$ cat src/rtl/core/bfr_pkg.sv
`default_nettype none
package bfr_pkg;

  localparam int unsigned ByteW  = 8;
  localparam int unsigned WordW  = 16;
  localparam int unsigned EventW = 3;
  localparam int unsigned PhaseW = 4;
  localparam int unsigned CfgIdxW = 3;

  // event codes
  localparam logic [EventW-1:0] EV_NONE    = 3'd0;
  localparam logic [EventW-1:0] EV_START   = 3'd1;
  localparam logic [EventW-1:0] EV_PAYLOAD = 3'd2;
  localparam logic [EventW-1:0] EV_FRAME   = 3'd3;
  localparam logic [EventW-1:0] EV_GOOD    = 3'd4;
  localparam logic [EventW-1:0] EV_LENERR  = 3'd5;
  localparam logic [EventW-1:0] EV_ENDERR  = 3'd6;
  localparam logic [EventW-1:0] EV_SUMERR  = 3'd7;

  // parser phases
  localparam logic [PhaseW-1:0] PH_CLEAR   = 4'd0;
  localparam logic [PhaseW-1:0] PH_HUNT    = 4'd1;
  localparam logic [PhaseW-1:0] PH_LEN_HI  = 4'd2;
  localparam logic [PhaseW-1:0] PH_LEN_LO  = 4'd3;
  localparam logic [PhaseW-1:0] PH_PAYLOAD = 4'd4;
  localparam logic [PhaseW-1:0] PH_SUM_HI  = 4'd5;
  localparam logic [PhaseW-1:0] PH_SUM_LO  = 4'd6;
  localparam logic [PhaseW-1:0] PH_END1    = 4'd7;
  localparam logic [PhaseW-1:0] PH_END2    = 4'd8;

  // configuration register indexes
  localparam logic [CfgIdxW-1:0] REG_START_FIRST  = 3'd0;
  localparam logic [CfgIdxW-1:0] REG_START_SECOND = 3'd1;
  localparam logic [CfgIdxW-1:0] REG_END_FIRST    = 3'd2;
  localparam logic [CfgIdxW-1:0] REG_END_SECOND   = 3'd3;
  localparam logic [CfgIdxW-1:0] REG_MAX_PAYLOAD  = 3'd4;
  localparam logic [CfgIdxW-1:0] REG_SUM_MASK     = 3'd5;

  // register reset values
  localparam logic [ByteW-1:0] RST_START_FIRST  = 8'hA0;
  localparam logic [ByteW-1:0] RST_START_SECOND = 8'hA2;
  localparam logic [ByteW-1:0] RST_END_FIRST    = 8'hB0;
  localparam logic [ByteW-1:0] RST_END_SECOND   = 8'hB3;
  localparam logic [WordW-1:0] RST_MAX_PAYLOAD  = 16'd120;
  localparam logic [WordW-1:0] RST_SUM_MASK     = 16'hFFFF;

  typedef struct packed {
    logic [ByteW-1:0] rx_byte;
  } in_req_t;

  typedef struct packed {
    logic [EventW-1:0] event_res;
    logic [ByteW-1:0]  payload_byte;
    logic [WordW-1:0]  payload_index;
    logic [WordW-1:0]  frame_length;
    logic [WordW-1:0]  computed_sum;
    logic [WordW-1:0]  received_sum;
  } out_req_t;

  typedef struct packed {
    logic [CfgIdxW-1:0] index;
    logic [WordW-1:0]   value;
  } cfg_req_t;

endpackage
`default_nettype wire

$ cat src/rtl/core/bfr_stream_if.sv
`default_nettype none
interface bfr_stream_if #(
  parameter type payload_t = logic
);
  logic     valid;
  logic     ready;
  payload_t data;

  modport source (output valid, output data, input ready);
  modport sink   (input valid, input data, output ready);
endinterface
`default_nettype wire

$ cat src/rtl/core/binary_frame_receiver_top.sv
`default_nettype none
// Channel  | Dir | Payload                                        | Role
// ---------+-----+------------------------------------------------+-----------------------
// in_ch    | in  | rx_byte                                        | one received byte
// out_ch   | out | event_res, payload_byte, payload_index,        | one result per byte
//          |     | frame_length, computed_sum, received_sum       |
// cfg_ch   | in  | index, value                                   | register write
//
// One byte per cycle while out_ch is ready: the byte is caught in an input
// register, the phase update and 16-bit add run in one combinational pass,
// and the result lands in the output register. Reset (rst_n low,
// synchronous) empties both stages and restores the phase, counters and
// configuration defaults. A stall on out_ch holds the result; the input
// register still takes a request while it is empty, or while the output stage
// is free or being drained in the same cycle. cfg_ch is always ready.
module binary_frame_receiver_top (
  input  wire            clk,
  input  wire            rst_n,
  bfr_stream_if.sink     in_ch,
  bfr_stream_if.source   out_ch,
  bfr_stream_if.sink     cfg_ch
);

  // ---------------- configuration registers ----------------
  logic [bfr_pkg::ByteW-1:0] start_first_r, start_second_r, end_first_r, end_second_r;
  logic [bfr_pkg::WordW-1:0] max_payload_r, sum_mask_r;
  bfr_pkg::cfg_req_t         cfg_req;
  logic                      cfg_wr;

  assign cfg_ch.ready = 1'b1;
  assign cfg_req      = cfg_ch.data;
  assign cfg_wr       = cfg_ch.valid;

  always_ff @(posedge clk) begin
    if (!rst_n) begin
      start_first_r  <= bfr_pkg::RST_START_FIRST;
      start_second_r <= bfr_pkg::RST_START_SECOND;
      end_first_r    <= bfr_pkg::RST_END_FIRST;
      end_second_r   <= bfr_pkg::RST_END_SECOND;
      max_payload_r  <= bfr_pkg::RST_MAX_PAYLOAD;
      sum_mask_r     <= bfr_pkg::RST_SUM_MASK;
    end else if (cfg_wr) begin
      unique case (cfg_req.index)
        bfr_pkg::REG_START_FIRST:  start_first_r  <= cfg_req.value[bfr_pkg::ByteW-1:0];
        bfr_pkg::REG_START_SECOND: start_second_r <= cfg_req.value[bfr_pkg::ByteW-1:0];
        bfr_pkg::REG_END_FIRST:    end_first_r    <= cfg_req.value[bfr_pkg::ByteW-1:0];
        bfr_pkg::REG_END_SECOND:   end_second_r   <= cfg_req.value[bfr_pkg::ByteW-1:0];
        bfr_pkg::REG_MAX_PAYLOAD:  max_payload_r  <= cfg_req.value;
        bfr_pkg::REG_SUM_MASK:     sum_mask_r     <= cfg_req.value;
        default: ;  // unused indexes are dropped
      endcase
    end
  end

  // ---------------- input stage ----------------
  logic                      in_valid_r;
  logic [bfr_pkg::ByteW-1:0] in_byte_r;
  logic                      out_valid_r;
  bfr_pkg::out_req_t         out_data_r;
  logic                      advance;   // input stage moves into the output stage
  bfr_pkg::in_req_t          in_req;

  assign in_req       = in_ch.data;
  assign advance      = in_valid_r && (!out_valid_r || out_ch.ready);
  assign in_ch.ready  = !in_valid_r || advance;

  always_ff @(posedge clk) begin
    if (!rst_n) begin
      in_valid_r <= 1'b0;
    end else if (in_ch.ready) begin
      in_valid_r <= in_ch.valid;
    end
  end

  always_ff @(posedge clk) begin
    if (in_ch.ready && in_ch.valid) begin
      in_byte_r <= in_req.rx_byte;
    end
  end

  // ---------------- parser state ----------------
  logic [bfr_pkg::PhaseW-1:0] phase_r, phase_nxt, phase_eff;
  logic [bfr_pkg::ByteW-1:0]  prev_byte_r;
  logic [bfr_pkg::WordW-1:0]  decl_len_r, decl_len_nxt;
  logic [bfr_pkg::WordW-1:0]  count_r, count_nxt;
  logic [bfr_pkg::WordW-1:0]  run_sum_r, run_sum_nxt;
  logic [bfr_pkg::WordW-1:0]  car_sum_r, car_sum_nxt;
  logic                       idle_clear, start_pair, len_bad;
  logic [bfr_pkg::WordW-1:0]  len_full, count_inc;
  logic [bfr_pkg::WordW-1:0]  base_len, base_cnt, base_run, base_car;
  bfr_pkg::out_req_t          out_nxt;

  always_comb begin
    // phase 0 and the unused codes clear the frame before the byte is looked at
    idle_clear = (phase_r == bfr_pkg::PH_CLEAR) || (phase_r > bfr_pkg::PH_END2);
    phase_eff  = idle_clear ? bfr_pkg::PH_HUNT : phase_r;
    base_len   = idle_clear ? '0 : decl_len_r;
    base_cnt   = idle_clear ? '0 : count_r;
    base_run   = idle_clear ? '0 : run_sum_r;
    base_car   = idle_clear ? '0 : car_sum_r;

    start_pair = (in_byte_r == start_second_r) && (prev_byte_r == start_first_r);
    len_full   = {base_len[bfr_pkg::WordW-1:bfr_pkg::ByteW], in_byte_r};
    len_bad    = (len_full == '0) || (len_full > max_payload_r);
    count_inc  = base_cnt + 16'd1;

    phase_nxt    = phase_eff;
    decl_len_nxt = base_len;
    count_nxt    = base_cnt;
    run_sum_nxt  = base_run;
    car_sum_nxt  = base_car;
    out_nxt                = '0;
    out_nxt.event_res      = bfr_pkg::EV_NONE;

    if (start_pair) begin
      // resync from any phase
      phase_nxt         = bfr_pkg::PH_LEN_HI;
      decl_len_nxt      = '0;
      count_nxt         = '0;
      run_sum_nxt       = '0;
      car_sum_nxt       = '0;
      out_nxt.event_res = bfr_pkg::EV_START;
    end else begin
      unique case (phase_eff)
        bfr_pkg::PH_LEN_HI: begin
          decl_len_nxt      = {in_byte_r, 8'h00};
          phase_nxt         = bfr_pkg::PH_LEN_LO;
          out_nxt.event_res = bfr_pkg::EV_FRAME;
        end
        bfr_pkg::PH_LEN_LO: begin
          decl_len_nxt = len_full;
          if (len_bad) begin
            phase_nxt         = bfr_pkg::PH_CLEAR;
            out_nxt.event_res = bfr_pkg::EV_LENERR;
          end else begin
            phase_nxt         = bfr_pkg::PH_PAYLOAD;
            out_nxt.event_res = bfr_pkg::EV_FRAME;
          end
        end
        bfr_pkg::PH_PAYLOAD: begin
          if (base_cnt < base_len) begin
            out_nxt.payload_byte  = in_byte_r;
            out_nxt.payload_index = base_cnt;
            run_sum_nxt           = base_run + {8'h00, in_byte_r};
            count_nxt             = count_inc;
            if (count_inc == base_len) begin
              phase_nxt = bfr_pkg::PH_SUM_HI;
            end
            out_nxt.event_res = bfr_pkg::EV_PAYLOAD;
          end else begin
            // overrun guard, not reached by normal transitions
            phase_nxt         = bfr_pkg::PH_CLEAR;
            out_nxt.event_res = bfr_pkg::EV_LENERR;
          end
        end
        bfr_pkg::PH_SUM_HI: begin
          car_sum_nxt       = {in_byte_r, 8'h00};
          phase_nxt         = bfr_pkg::PH_SUM_LO;
          out_nxt.event_res = bfr_pkg::EV_FRAME;
        end
        bfr_pkg::PH_SUM_LO: begin
          car_sum_nxt       = {base_car[bfr_pkg::WordW-1:bfr_pkg::ByteW], in_byte_r};
          phase_nxt         = bfr_pkg::PH_END1;
          out_nxt.event_res = bfr_pkg::EV_FRAME;
        end
        bfr_pkg::PH_END1: begin
          if (in_byte_r == end_first_r) begin
            phase_nxt         = bfr_pkg::PH_END2;
            out_nxt.event_res = bfr_pkg::EV_FRAME;
          end else begin
            phase_nxt         = bfr_pkg::PH_CLEAR;
            out_nxt.event_res = bfr_pkg::EV_ENDERR;
          end
        end
        bfr_pkg::PH_END2: begin
          phase_nxt = bfr_pkg::PH_CLEAR;
          if (in_byte_r != end_second_r) begin
            out_nxt.event_res = bfr_pkg::EV_ENDERR;
          end else if ((base_run & sum_mask_r) == base_car) begin
            out_nxt.event_res = bfr_pkg::EV_GOOD;
          end else begin
            out_nxt.event_res = bfr_pkg::EV_SUMERR;
          end
        end
        default: begin
          // hunting: nothing to report
          out_nxt.event_res = bfr_pkg::EV_NONE;
        end
      endcase
    end

    out_nxt.frame_length = decl_len_nxt;
    out_nxt.computed_sum = run_sum_nxt & sum_mask_r;
    out_nxt.received_sum = car_sum_nxt;
  end

  always_ff @(posedge clk) begin
    if (!rst_n) begin
      phase_r     <= bfr_pkg::PH_CLEAR;
      prev_byte_r <= '0;
      decl_len_r  <= '0;
      count_r     <= '0;
      run_sum_r   <= '0;
      car_sum_r   <= '0;
    end else if (advance) begin
      phase_r     <= phase_nxt;
      prev_byte_r <= in_byte_r;
      decl_len_r  <= decl_len_nxt;
      count_r     <= count_nxt;
      run_sum_r   <= run_sum_nxt;
      car_sum_r   <= car_sum_nxt;
    end
  end

  // ---------------- output stage ----------------
  always_ff @(posedge clk) begin
    if (!rst_n) begin
      out_valid_r <= 1'b0;
    end else if (advance) begin
      out_valid_r <= 1'b1;
    end else if (out_ch.ready) begin
      out_valid_r <= 1'b0;
    end
  end

  always_ff @(posedge clk) begin
    if (advance) begin
      out_data_r <= out_nxt;
    end
  end

  assign out_ch.valid = out_valid_r;
  assign out_ch.data  = out_data_r;

  // ---------------- checks ----------------
  a_phase_legal: assert property (@(posedge clk) disable iff (!rst_n)
    phase_r <= bfr_pkg::PH_END2)
    else $error("parser phase left the legal range");

  a_payload_index: assert property (@(posedge clk) disable iff (!rst_n)
    out_valid_r && out_data_r.event_res == bfr_pkg::EV_PAYLOAD |->
      out_data_r.payload_index < out_data_r.frame_length)
    else $error("payload index not below declared length");

  a_start_clears: assert property (@(posedge clk) disable iff (!rst_n)
    out_valid_r && out_data_r.event_res == bfr_pkg::EV_START |->
      out_data_r.frame_length == '0 && out_data_r.computed_sum == '0 &&
      out_data_r.received_sum == '0)
    else $error("resync left frame state behind");

  a_nonpayload_zero: assert property (@(posedge clk) disable iff (!rst_n)
    out_valid_r && out_data_r.event_res != bfr_pkg::EV_PAYLOAD |->
      out_data_r.payload_byte == '0 && out_data_r.payload_index == '0)
    else $error("payload fields set outside a payload byte");

  a_count_bound: assert property (@(posedge clk) disable iff (!rst_n)
    phase_r == bfr_pkg::PH_PAYLOAD |-> count_r < decl_len_r)
    else $error("byte count reached length while still in payload");

endmodule
`default_nettype wire

$ cat src/flat_wrapper.sv
// flat-port wrapper written by rule: the top's interface ports become plain ports
module binary_frame_receiver_top_flat 
  (clk, rst_n, in_ch_valid, in_ch_data, in_ch_ready, out_ch_valid, out_ch_data, out_ch_ready, cfg_ch_valid, cfg_ch_data, cfg_ch_ready);
  bfr_stream_if #(.payload_t(bfr_pkg::in_req_t)) in_ch_i ();
  bfr_stream_if #(.payload_t(bfr_pkg::out_req_t)) out_ch_i ();
  bfr_stream_if #(.payload_t(bfr_pkg::cfg_req_t)) cfg_ch_i ();
  input  wire clk;
  input  wire rst_n;
  input wire logic [$bits(in_ch_i.valid)-1:0] in_ch_valid;
  input wire logic [$bits(in_ch_i.data)-1:0] in_ch_data;
  output wire logic [$bits(in_ch_i.ready)-1:0] in_ch_ready;
  output wire logic [$bits(out_ch_i.valid)-1:0] out_ch_valid;
  output wire logic [$bits(out_ch_i.data)-1:0] out_ch_data;
  input wire logic [$bits(out_ch_i.ready)-1:0] out_ch_ready;
  input wire logic [$bits(cfg_ch_i.valid)-1:0] cfg_ch_valid;
  input wire logic [$bits(cfg_ch_i.data)-1:0] cfg_ch_data;
  output wire logic [$bits(cfg_ch_i.ready)-1:0] cfg_ch_ready;
  assign in_ch_i.valid = in_ch_valid;
  assign in_ch_i.data = in_ch_data;
  assign in_ch_ready = in_ch_i.ready;
  assign out_ch_valid = out_ch_i.valid;
  assign out_ch_data = out_ch_i.data;
  assign out_ch_i.ready = out_ch_ready;
  assign cfg_ch_i.valid = cfg_ch_valid;
  assign cfg_ch_i.data = cfg_ch_data;
  assign cfg_ch_ready = cfg_ch_i.ready;
  binary_frame_receiver_top u_core (.clk(clk), .rst_n(rst_n), .in_ch(in_ch_i), .out_ch(out_ch_i), .cfg_ch(cfg_ch_i));
endmodule
$ cat config.mk
export PLATFORM = sky130hd
export DESIGN_NAME = binary_frame_receiver_top_flat
export DESIGN_NICKNAME = d
export VERILOG_FILES = /design/src/rtl/core/bfr_pkg.sv /design/src/rtl/core/bfr_stream_if.sv /design/src/rtl/core/binary_frame_receiver_top.sv /design/src/flat_wrapper.sv
export SDC_FILE = /design/constraint.sdc
export NUM_CORES = 1
export LEC_CHECK = 0
export BUFFER_PORTS_ARGS = -buffer_cell sky130_fd_sc_hd__buf_2
export CAP_MARGIN = 10
export CORE_ASPECT_RATIO = 1.5
export CORE_MARGIN = 2
export CORE_UTILIZATION = 40
export CTS_CLUSTER_DIAMETER = 150
export DETAILED_ROUTE_END_ITERATION = 10
export GPL_TIMING_DRIVEN = 0
export PLACE_DENSITY = 0.68
export SYNTH_ARGS = -nofsm -noshare
export SYNTH_HDL_FRONTEND = slang
export SYNTH_SLANG_ARGS = --single-unit
$ cat constraint.sdc
create_clock -name clk -period 13.15 [get_ports clk]
set_input_delay 1.9725 -clock clk [delete_from_list [all_inputs] [get_ports clk]]
set_output_delay 1.9725 -clock clk [all_outputs]
set_load 0.005 [all_outputs]
### Word-level counts from Yosys, hierarchy flattened

Cells that the tools add are included.

| storage, ports and cells | value |
|---|---|
| register bits after elaboration | 225 |
| input bits | 32 |
| output and inout bits | 78 |
| word-level logic and storage cells | 98 |

| operators by class | value |
|---|---|
| add/sub/neg operators | 2 |
| magnitude comparators | 3 |
| equality and inequality tests | 18 |
| muxes and demuxes | 29 |
| bitwise gates (word level) | 4 |
| reduce and logical (&&, ||, !) cells | 21 |

Operator list:

| operator | number |
|---|---|
| $mux 16 | 12 |
| $pmux 16 s2 | 2 |
| $and 16x16->16 | 2 |
| $eq 16x16->1 | 2 |
| $pmux 4 s7 | 1 |
| $eq 8x8->1 | 3 |
| $mux 4 | 5 |
| $add 16x1->16 const B | 1 |
| $add 16x8->16 | 1 |
| $eq 4x3->1 const B | 4 |
| $gt 16x16->1 | 1 |
| $logic_not 16->1 | 1 |
| $lt 16x16->1 | 1 |
| $pmux 3 s5 | 1 |
| $mux 3 | 4 |
| $reduce_and 2->1 | 6 |
| $eq 4x2->1 const B | 2 |
| $ne 8x8->1 | 1 |
| $eq 3x2->1 const B | 2 |
| $eq 3x3->1 const B | 2 |
| $reduce_or 3->1 | 2 |
| $eq 4x4->1 const B | 1 |
| $gt 4x4->1 const B | 1 |
| $logic_not 4->1 | 1 |
| other kinds (9) | 18 |

### Depth between registers and ports, before layout

| logic depth | value |
|---|---|
| depth after elaboration | 9 |
| depth in mapped cells | 17 |
| gate-level depth less buffers | 12 |

### Least setup slack after synthesis

Ideal clock, no wire load.

| timing path | value |
|---|---|
| path type | input port to flip-flop |
| start point | input port out_ch_ready |
| end point | register u_core.out_data_r (netlist bit u_core.out_ch.data[0]), enable pin |
| library setup time | 468 ps |
| arrival time | 4,822 ps |
| required time | 12,682 ps |
| path slack | 7,860 ps |
| cell stages on the path | 5 |
| path buffers | 2 |
| path through | nor2b_1 > nand2b_1 > inv_1 > clkbuf_1 > buf_1 |

| between the ends | value |
|---|---|
| longest elaborated chain between the ends | 2 |

Ends and longest elaborated chain:

| what | RTL line | source |
|---|---|---|
| start: declaration | flat_wrapper.sv:14 | `input wire logic [$bits(out_ch_i.ready)-1:0] out_ch_ready;` |
| $logic_or 1x1->1 | binary_frame_receiver_top.sv:64 | `assign advance = in_valid_r && (!out_valid_r \|\| out_ch.ready);` |
| $logic_and 1x1->1 | binary_frame_receiver_top.sv:64 |  |
| net u_core.advance | binary_frame_receiver_top.sv:60 | `logic advance;` |
| end signal: assignment | binary_frame_receiver_top.sv:228 | `out_data_r <= out_nxt;` |
| end: declaration | binary_frame_receiver_top.sv:59 | `bfr_pkg::out_req_t out_data_r;` |

The timed path passes the listed nets, and every way through them passes these cells.
A chain may end at the register's enable or synchronous reset.

==> run_results.csv <==
group,metric,value,unit
status,status,"finished, final reports clean",
timing,rsz0062_at_grt,"no",
drt,routed.top_layer,"met4",
worst_setup_path,endpoint_kind,"register",
power_and_ir_drop,swShare,25.07,%
synthesis,synthTopCellsByCount,"nand2_1, dfxtp_1, a21oi_1",
synthesis,syn_nets,1419,
clock_network,cts_hold_buf,0,
power_and_ir_drop,max-vdd-ir-drop,0.0001316,V
placed_design,io_buffers,107,
timing,min_period,6.580,ns
synthesis,syn-cell-area,11620,um^2
drt,dr_wl_met2,19590,um
layout,area_growth,15.53,%
timing,fmax,0.1520,GHz
worst_setup_path,worst-path-max-fanout,10,
layout,antennaDiodeCount,0,
timing,hold_viol,0,
synthesis,synth_top_cell_area_share,24.47,%
floorplanning,core_area,28620,um^2
clock_network,clock_latency,0.54,ns
floorplanning,dieArea,30450,um^2
synthesis,yosysMostFrequentCell,"nand2_1",
power_and_ir_drop,sequentialPowerShare,49.5,%
layout,nets,1554,
layout,layout-drive-gt1-share,11.02,%
synthesis,syn_avg_cell_area,8.638,um^2
floorplanning,dieWidth,143.2,um
synthesis,synth_cell_types,64,
timing,fin_skew,0.01833,ns
min_path,min_delay_path_depth,2,
global_route,grt_overflow,0,
synthesis,syn_inst,1345,
drt,num_vias,10610,
clock_network,clkTransAtPathRegs,0.07,ns
floorplanning,pin_count,110,
worst_setup_path,worst-setup-path-type,"reg -> reg",
global_route,grt_pass1_vias,10220,
synthesis,synth_flop_cell,"dfxtp_1",
drt,drc,0,
worst_setup_path,reg2regPathDepth,16,
clock_network,ctsResizeCount,0,
timing,slew_headroom,23.00,%
timing,worst_pin_slew,1.145,ns
clock_network,root_buffer,"clkbuf_16",
placed_design,gp_congestion,0.9832,
power_and_ir_drop,power.switching,380.3,uW
synthesis,ys_ff_latch,225,
synthesis,synth_area_leaders,"dfxtp_1, edfxtp_1, nand2_1, xnor2_1, a21oi_1",
timing,tns,0,ns
floorplanning,die_y,212.7,um
min_path,hp-class,"reg -> reg",
worst_setup_path,required,13.43,ns
timing,setup_viol,0,
clock_network,cts_max_path_buffers,3,
drt,ant_nets,0,
clock_network,htreeDepth,1,
clock_network,cts_tree,"yes",
synthesis,synth_edf_count,83,
floorplanning,initial_core_util,40.59,%
synthesis,yosys_warnings,0,
global_route,antenna_found_initial,0,
synthesis,synthArstFlopShare,0,%
synthesis,yosysTopAreaCell,"dfxtp_1",
layout,fin_util,46.90,%
flow_run,cap_violations,0,
drt,dr.pass1.iters,5,
global_route,gr-usage-all-layers,26.07,%
drt,avgRoutedWirePerCell,21.05,um
timing,whs,0.4551,ns
clock_network,numCtsBuffers,23,
drt,wl_met3,2665,um
global_route,grt_pass1_wl,59660,um
power_and_ir_drop,combPwrFrac,7.4,%
worst_setup_path,worstPathArrival,6.86,ns
drt,wirelength,39730,um
drt,detail_route.wirelength.met1,13850,um
placed_design,hpwl,29900,um
clock_network,cts_num_sinks,225,
clock_network,cts_setup_buffers,0,
global_route,grt_max_degree,46,
synthesis,ys_seq_area_share,45.92,%
timing,finalMaxSlewViolations,0,
power_and_ir_drop,p_per_area,113.0,nW/um^2
worst_setup_path,crit_path_start_kind,"register",
timing,post-route-period-util,50.04,%
drt,drtIter0Drc,952,
power_and_ir_drop,leakagePower,5.043,nW
power_and_ir_drop,internal_power,1.136,mW
power_and_ir_drop,p_clk_share,43.1,%
drt,vias_per_cell,5.622,
floorplanning,rows,76,
kinds of logic after synthesis:
kind of cell | count (synthesis) | share of synthesized area (%)
DFF | 225 | 45.92
other | 1 | 0.03228
adders and majority gates | 42 | 4.588
xor gates and xnor gates | 79 | 5.955
and+or+nand+nor | 598 | 24.12
muxes | 12 | 1.045
AOI/OAI and AO/OA | 262 | 14.14
buffers and inverters | 126 | 4.200
worst max-delay path, cell delays in order (launching register included):
cell and delay (ns):
dfxtp_1 0.41, clkbuf_1 0.32, nor4_1 0.12, nor2_1 0.60, clkbuf_1 0.43, clkbuf_1 0.61, clkbuf_1 0.44, and2_1 0.20
ha_1 0.24, a211o_1 0.31, and2_1 0.15, or4_1 0.49, o21ai_1 0.66, buf_2 0.46, buf_2 0.35, nand3b_1 0.11
a21boi_0 0.40
state kept, by name, summed over array words and instances (netlist names):
register and cells:
u_core.in_valid_r 1, u_core.start_first_r 8, u_core.count_r 16, u_core.in_byte_r 8, u_core.prev_byte_r 8, u_core.start_second_r 8
u_core.out_ch.data 75, u_core.decl_len_r 16, u_core.sum_mask_r 16, u_core.phase_r 4, u_core.max_payload_r 16, u_core.run_sum_r 16
u_core.end_second_r 8, u_core.end_first_r 8, u_core.out_ch.valid 1, u_core.car_sum_r 16
power groups by stage:
stage	logic [mW]	registers [mW]	clock network, mW
floorplan	0.0587	0.764	0
global placement	0.109	0.767	0
detailed placement	0.111	0.766	0
CTS	0.112	0.750	0.667
global route	0.122	0.752	0.691
finish	0.113	0.750	0.654
cell usage in the layout (no fill, tap or decap), types with 17 or more instances in the layout:
master / count
a21oi_1: 106
a22oi_1: 34
and2_1: 40
buf_2: 112
clkbuf_1: 65
clkbuf_16: 24
dfxtp_1: 142
edfxtp_1: 83
ha_1: 41
inv_1: 44
nand2_1: 253
nand3_1: 65
nand4_1: 23
nor2_1: 97
nor3_1: 29
o211ai_1: 17
o21ai_0: 35
xnor2_1: 61
xor2_1: 18
cell type report:
class                           count  area (um^2)
Tap cell                          390        488.0
Timing Repair Buffer              110        565.5
Multi-Input combinational cell    994         5802
Buffer                             81        320.3
Fill cell                        2812        15200
Clock inverter                     15        111.4
Clock buffer                       27        631.9
Inverter                           45        168.9
Sequential cell                   225         5335
metal layers:
| layer | track usage [%] | up-vias |
|---|---|---|
| met4 | 21.10 | 0 |
| met5 | 0 | - |
| met1 | 28.38 | 4969 |
| met2 | 45.06 | 477 |
| li1 | - | 5001 |
| met3 | 3.319 | 161 |
final timing paths:
path / from / endpoint / slack [ns]
worst max-delay path: u_core.phase_r[0]$_SDFFE_PN0P_ / u_core.out_ch.data[21]$_DFFE_PP_ / 6.57
worst min-delay path: u_core.max_payload_r[7]$_SDFFE_PN0P_ / u_core.max_payload_r[7]$_SDFFE_PN0P_ / 0.46
worst max register to register: u_core.phase_r[0]$_SDFFE_PN0P_ / u_core.out_ch.data[21]$_DFFE_PP_ / 6.57
worst min register to register: u_core.max_payload_r[7]$_SDFFE_PN0P_ / u_core.max_payload_r[7]$_SDFFE_PN0P_ / 0.46
through the flow:
stage | total power [mW] | instances | area (um^2) | worst slack [ns]
final | 1.517 | 1887 | 13420 | 6.570
after global routing | 1.565 | 1887 | 13420 | 6.307
after CTS | 1.529 | 1885 | 13410 | 6.717
after detailed placement | 0.8769 | 1843 | 12670 | 6.760
after global placement | 0.8759 | 1842 | 12640 | 6.303
after floorplan | 0.8227 | 1345 | 11620 | 7.860
Power figures use the tool's default switching activity.
